--- config.mk ---
export PLATFORM = sky130hd
export DESIGN_NAME = adsr_div_chain
export DESIGN_NICKNAME = d
export VERILOG_FILES = /design/src/hdl/adsr_pkg.sv /design/src/hdl/adsr_div_cell.sv /design/src/hdl/adsr_div_chain.sv
export SDC_FILE = /design/constraint.sdc
export NUM_CORES = 2
export LEC_CHECK = 0
export BUFFER_PORTS_ARGS = -buffer_cell sky130_fd_sc_hd__buf_2
export CAP_MARGIN = 20
export CORE_MARGIN = 1.5
export CORE_UTILIZATION = 49
export CTS_CLUSTER_DIAMETER = 200
export CTS_CLUSTER_SIZE = 25
export DETAILED_ROUTE_END_ITERATION = 10
export HOLD_SLACK_MARGIN = 0.08
export PLACE_DENSITY = 0.66
export SYNTH_ARGS = -nofsm -noshare
export SYNTH_HDL_FRONTEND = slang
export SYNTH_SLANG_ARGS = --single-unit
--- constraint.sdc ---
create_clock -name clk_i -period 3.3 [get_ports clk_i]
set_input_delay 0.495 -clock clk_i [delete_from_list [all_inputs] [get_ports clk_i]]
set_output_delay 0.495 -clock clk_i [all_outputs]
set_load 0.01 [all_outputs]
--- src/hdl/adsr_pkg.sv ---
// Package for the ADSR envelope amplitude unit: item types, widths, register
// indexes and the payload records that travel along the divider chains.
// No dependencies.
package adsr_pkg;

  localparam int unsigned TICK_W  = 32;
  localparam int unsigned LVL_W   = 16;
  localparam int unsigned REM_W   = TICK_W + LVL_W;
  localparam int unsigned CFG_W   = 32;
  localparam int unsigned CIDX_W  = 3;

  localparam logic [LVL_W-1:0] FLOOR_LEVEL = 16'd327;

  localparam logic [CIDX_W-1:0] REG_ATTACK  = 3'd0;
  localparam logic [CIDX_W-1:0] REG_DECAY   = 3'd1;
  localparam logic [CIDX_W-1:0] REG_RELEASE = 3'd2;
  localparam logic [CIDX_W-1:0] REG_PEAK    = 3'd3;
  localparam logic [CIDX_W-1:0] REG_SUSTAIN = 3'd4;

  typedef struct packed {
    logic [TICK_W-1:0] now_tick;
    logic [TICK_W-1:0] start_tick;
    logic [TICK_W-1:0] stop_tick;
  } in_item_t;

  typedef struct packed {
    logic [LVL_W-1:0] level;
    logic             done_res;
  } out_item_t;

  // Carried alongside the held-curve division.
  typedef struct packed {
    logic [LVL_W-1:0]  base;
    logic              neg;
    logic              zero;
    logic              sus;
    logic              rel;
    logic [TICK_W-1:0] t;
    logic              done;
  } held_pl_t;

  // Carried alongside the release division.
  typedef struct packed {
    logic [LVL_W-1:0] lvl_h;
    logic             rel;
    logic             rz;
    logic             done;
  } rel_pl_t;

endpackage

--- src/hdl/adsr_div_cell.sv ---
// One restoring-division cell: settles a single quotient bit and passes the
// partial remainder, divisor and side payload on. Depends on adsr_pkg.
module adsr_div_cell #(
  parameter int unsigned BIT = 0,
  parameter int unsigned PW  = 1
) (
  input  logic                          clk_i,
  input  logic                          rst_ni,
  input  logic                          v_i,
  input  logic [adsr_pkg::REM_W-1:0]    rem_i,
  input  logic [adsr_pkg::TICK_W-1:0]   div_i,
  input  logic [adsr_pkg::LVL_W-1:0]    q_i,
  input  logic [PW-1:0]                 pl_i,
  output logic                          v_o,
  output logic [adsr_pkg::REM_W-1:0]    rem_o,
  output logic [adsr_pkg::TICK_W-1:0]   div_o,
  output logic [adsr_pkg::LVL_W-1:0]    q_o,
  output logic [PW-1:0]                 pl_o
);
  import adsr_pkg::*;

  logic [REM_W-1:0] dsh;
  logic             ge;
  logic [REM_W-1:0] rem_d;
  logic [LVL_W-1:0] q_d;
  logic             v_q;
  logic [REM_W-1:0] rem_q;
  logic [TICK_W-1:0] div_q;
  logic [LVL_W-1:0] q_q;
  logic [PW-1:0]    pl_q;

  always_comb begin
    dsh      = {{LVL_W{1'b0}}, div_i} << BIT;
    ge       = (rem_i >= dsh);
    rem_d    = ge ? (rem_i - dsh) : rem_i;
    q_d      = q_i;
    q_d[BIT] = ge;
  end

  always_ff @(posedge clk_i or negedge rst_ni) begin
    if (!rst_ni) begin
      v_q <= 1'b0;
    end else begin
      v_q <= v_i;
    end
  end

  always_ff @(posedge clk_i) begin
    rem_q <= rem_d;
    div_q <= div_i;
    q_q   <= q_d;
    pl_q  <= pl_i;
  end

  assign v_o   = v_q;
  assign rem_o = rem_q;
  assign div_o = div_q;
  assign q_o   = q_q;
  assign pl_o  = pl_q;

endmodule

--- src/hdl/adsr_div_chain.sv ---
// Row of division cells giving a 16-bit quotient, one bit per cell and one
// item per cycle. Depends on adsr_pkg and adsr_div_cell.
module adsr_div_chain #(
  parameter int unsigned PW = 1
) (
  input  logic                          clk_i,
  input  logic                          rst_ni,
  input  logic                          v_i,
  input  logic [adsr_pkg::REM_W-1:0]    num_i,
  input  logic [adsr_pkg::TICK_W-1:0]   div_i,
  input  logic [PW-1:0]                 pl_i,
  output logic                          v_o,
  output logic [adsr_pkg::LVL_W-1:0]    q_o,
  output logic [PW-1:0]                 pl_o
);
  import adsr_pkg::*;

  logic              v   [LVL_W+1];
  logic [REM_W-1:0]  rem [LVL_W+1];
  logic [TICK_W-1:0] dv  [LVL_W+1];
  logic [LVL_W-1:0]  q   [LVL_W+1];
  logic [PW-1:0]     pl  [LVL_W+1];

  assign v[0]   = v_i;
  assign rem[0] = num_i;
  assign dv[0]  = div_i;
  assign q[0]   = '0;
  assign pl[0]  = pl_i;

  for (genvar i = 0; i < LVL_W; i++) begin : g_cell
    adsr_div_cell #(
      .BIT(LVL_W - 1 - i),
      .PW (PW)
    ) u_cell (
      .clk_i (clk_i),
      .rst_ni(rst_ni),
      .v_i   (v[i]),
      .rem_i (rem[i]),
      .div_i (dv[i]),
      .q_i   (q[i]),
      .pl_i  (pl[i]),
      .v_o   (v[i+1]),
      .rem_o (rem[i+1]),
      .div_o (dv[i+1]),
      .q_o   (q[i+1]),
      .pl_o  (pl[i+1])
    );
  end

  assign v_o  = v[LVL_W];
  assign q_o  = q[LVL_W];
  assign pl_o = pl[LVL_W];

endmodule

==> flow_summary.toml <==
[run_status]
status = "complete, but fails checks"
violations = "negative setup slack"

[worst_setup_path]
arrival_ns = 4.02
reg2reg_from = "g_cell[0].u_cell.rem_o[14]"
crit_path_end_kind = "register"
critPathRequiredTime_ns = 3.90
cp-start-kind = "register"
startpoint = "g_cell[0].u_cell.rem_o[14]"
r2r_setup_slack_ns = -0.12
worstPathMaxFanout = 3
critPathKind = "reg2reg"

[clocking]
path_clk_slew_ns = 0.09
tritoncts = "built"
clockBufferDepth = 3
cts_buffers = 60
clock_latency_ns = 0.73
htreeDepth = 2
clkSinkCount = 1368
cts_root_buf = "clkbuf_16"

[detailed_routing]
wirelength_um = 157000
drtAntennaViolNets = 0
vias = 51100
firstDrtPassIters = 8
drc = 0
wl_per_cell_um = 16.2
viasPerCell = 5.29
drtIter0Drc = 3148

[synthesis]
async_flop_share = 0.0117
synth_cell_type_count = 100
avgSynthCellArea_um2 = 8.97
ys_ff_latch = 1368
synth_warnings = 0
syn-cell-area_um2 = 63600
netlist_instances = 7088
synth_edf_count = 0
synth_seq_area_share = 0.432
ys.flop_type = "dfxtp_1"
synth_fp_nets = 7699

[floorplan]
die-area_um2 = 132000
die_w_um = 363
coreArea_um2 = 128000
io_pins = 102
rows = 131
start_util = 0.496
fp.dieH_um = 363

[placement]
port_buffers = 101
place_congestion = 0.971
post-dp-hpwl_um = 121000

[pwr]
powerDensity_nw_per_um2 = 959
vdd_drop_max_mv = 0.565
leakagePower_nw = 34.8
finalPower_mw = 73.2

[grt]
gr-total-overflow = 0
grt_max_degree = 48
grt_util_all_layers = 0.226
grt_pass1_wl_um = 246000
grt_pass1_vias = 51600
antenna_found_initial = 2

[sta]
rsz0062_at_grt = "yes"
finalHoldViolCount = 0
maxSlewHeadroom = 0.386
fin_crit_ns = 3.42
fmax_mhz = 292
skew_ns = 0.0383
setup_viol = 40
fin_crit_sh = 1.04
tightest_slew_ns = 0.898
setup_slack_ns = -0.120
slew_viol_final = 0

[final_layout]
final_cell_mix = "1,322 x dfxtp_1, 731 x buf_4, 675 x a21oi_1"
fin_util = 0.595
syn2layout_area_growth_pct = 20.0
final_common_cell = "dfxtp_1"
drive_gt1_frac = 0.181
nets = 8526

[worst_hold_path]
hp-class = "in2async"

[flow_run]
maxCapViolCount = 0
[Yosys cell counts, drive strengths merged, types with 27 or more instances]
master,number,area share
a211oi,51,0.0060
a21o,260,0.031
a21oi,713,0.056
a31oi,60,0.0061
and3,57,0.0056
buf,46,0.0034
clkbuf,155,0.0095
dfxtp,1352,0.43
ha,512,0.10
inv,659,0.039
mux2,92,0.016
nand2,499,0.029
nand2b,76,0.0075
nand3,138,0.011
nand4,100,0.0098
nor2,525,0.031
nor2b,72,0.0071
nor3,87,0.0068
nor4,57,0.0059
o211ai,42,0.0050
o21a,44,0.0052
o21ai,438,0.035
o21bai,80,0.0094
o31ai,39,0.0046
or3,27,0.0027
xnor2,313,0.043
xor2,221,0.030
[routing by layer]
metal	vias up	share of wire	track usage	routed length, um
li1	26200	-	-	-
met4	0	0.060	0.125	9340
met5	-	0	0	0
met2	986	0.54	0.460	85300
met3	467	0.022	0.0199	3390
met1	23400	0.37	0.222	58600
[cells by family after synthesis]
kind of cell    after synthesis  share of synthesized area
xor+xnor                    534                     0.0735
fa+ha+maj                   527                      0.105
flops                      1368                      0.432
mux                          93                     0.0164
buf+inv                     862                     0.0524
simple gates               1785                      0.135
compound gates             1919                      0.185
[power by group]
part / internal, mW / switching, mW
logic: 19.5 / 21.2
registers: 21.3 / 2.91
clock network: 3.29 / 4.99
[registers in the layout, summed over array words and instances, names as in the netlist]
signal and flops:
g_cell.u_cell.rem_o 720, g_cell.u_cell.v_o 16, g_cell.u_cell.div_o 480, g_cell.u_cell.q_o 136, g_cell.u_cell.pl_o 16
[cell type report]
cell class / instances / area [um2]
clock buffer: 63 / 1510
inverter: 659 / 2470
multi-input combinational: 4858 / 34900
timing repair buffer: 968 / 7710
sequential: 1368 / 27500
antenna: 1 / 2.50
clock inverter: 4 / 77.6
tap: 1729 / 2160
fill: 11100 / 51900
[critical path, stage by stage (launching register included)]
cell and delay [ns]:
dfxtp_2 0.33, inv_2 0.06, ha_4 0.13, inv_2 0.04
fa_2 0.41, a21oi_4 0.16, o221ai_2 0.14, a221o_1 0.44
o2bb2ai_2 0.16, a311o_1 0.45, buf_6 0.17, a21oi_2 0.11
buf_4 0.14, o21bai_1 0.06, a21oi_1 0.17, xnor2_1 0.08
mux2_4 0.25
[path summary, 6_finish.rpt]
kind	end	cells past startpoint
setup / recovery	g_cell[1].u_cell.rem_o[44]	16
hold / removal	g_cell[14].u_cell.v_o	2
max in group asynchronous	g_cell[7].u_cell.v_o	2
setup reg to reg	g_cell[1].u_cell.rem_o[44]	16
min in group clk_i	g_cell[0].u_cell.rem_o[15]	4
hold reg to reg	g_cell[14].u_cell.pl_o	0
[metrics by stage]
stage	setup TNS [ns]	setup WS [ns]	cell area, um2	hold WS [ns]	std cells
3_3_place_gp	-34.67	-0.381	71100	0.310	9436
3_5_place_dp	-45.29	-0.452	71100	0.312	9436
4_1_cts	-0.298	-0.117	74300	0.129	9604
6_report	-1.86	-0.120	76300	0.196	9650
2_1_floorplan	0	0.0662	63600	0.199	7088
5_1_grt	-6.77	-0.215	76300	0.199	9649
[repair_timing]
item | CTS | global route
gates resized for setup | 126 | 345
gates cloned | 2 | 10
hold buffers | 83 | 0
hold endpoints to repair | 98 | 0
endpoints found under the setup margin | 279 | 373
pin swaps | 59 | 127
buffers inserted | 17 | 38
Note: power is estimated with default switching activity, not from simulation.
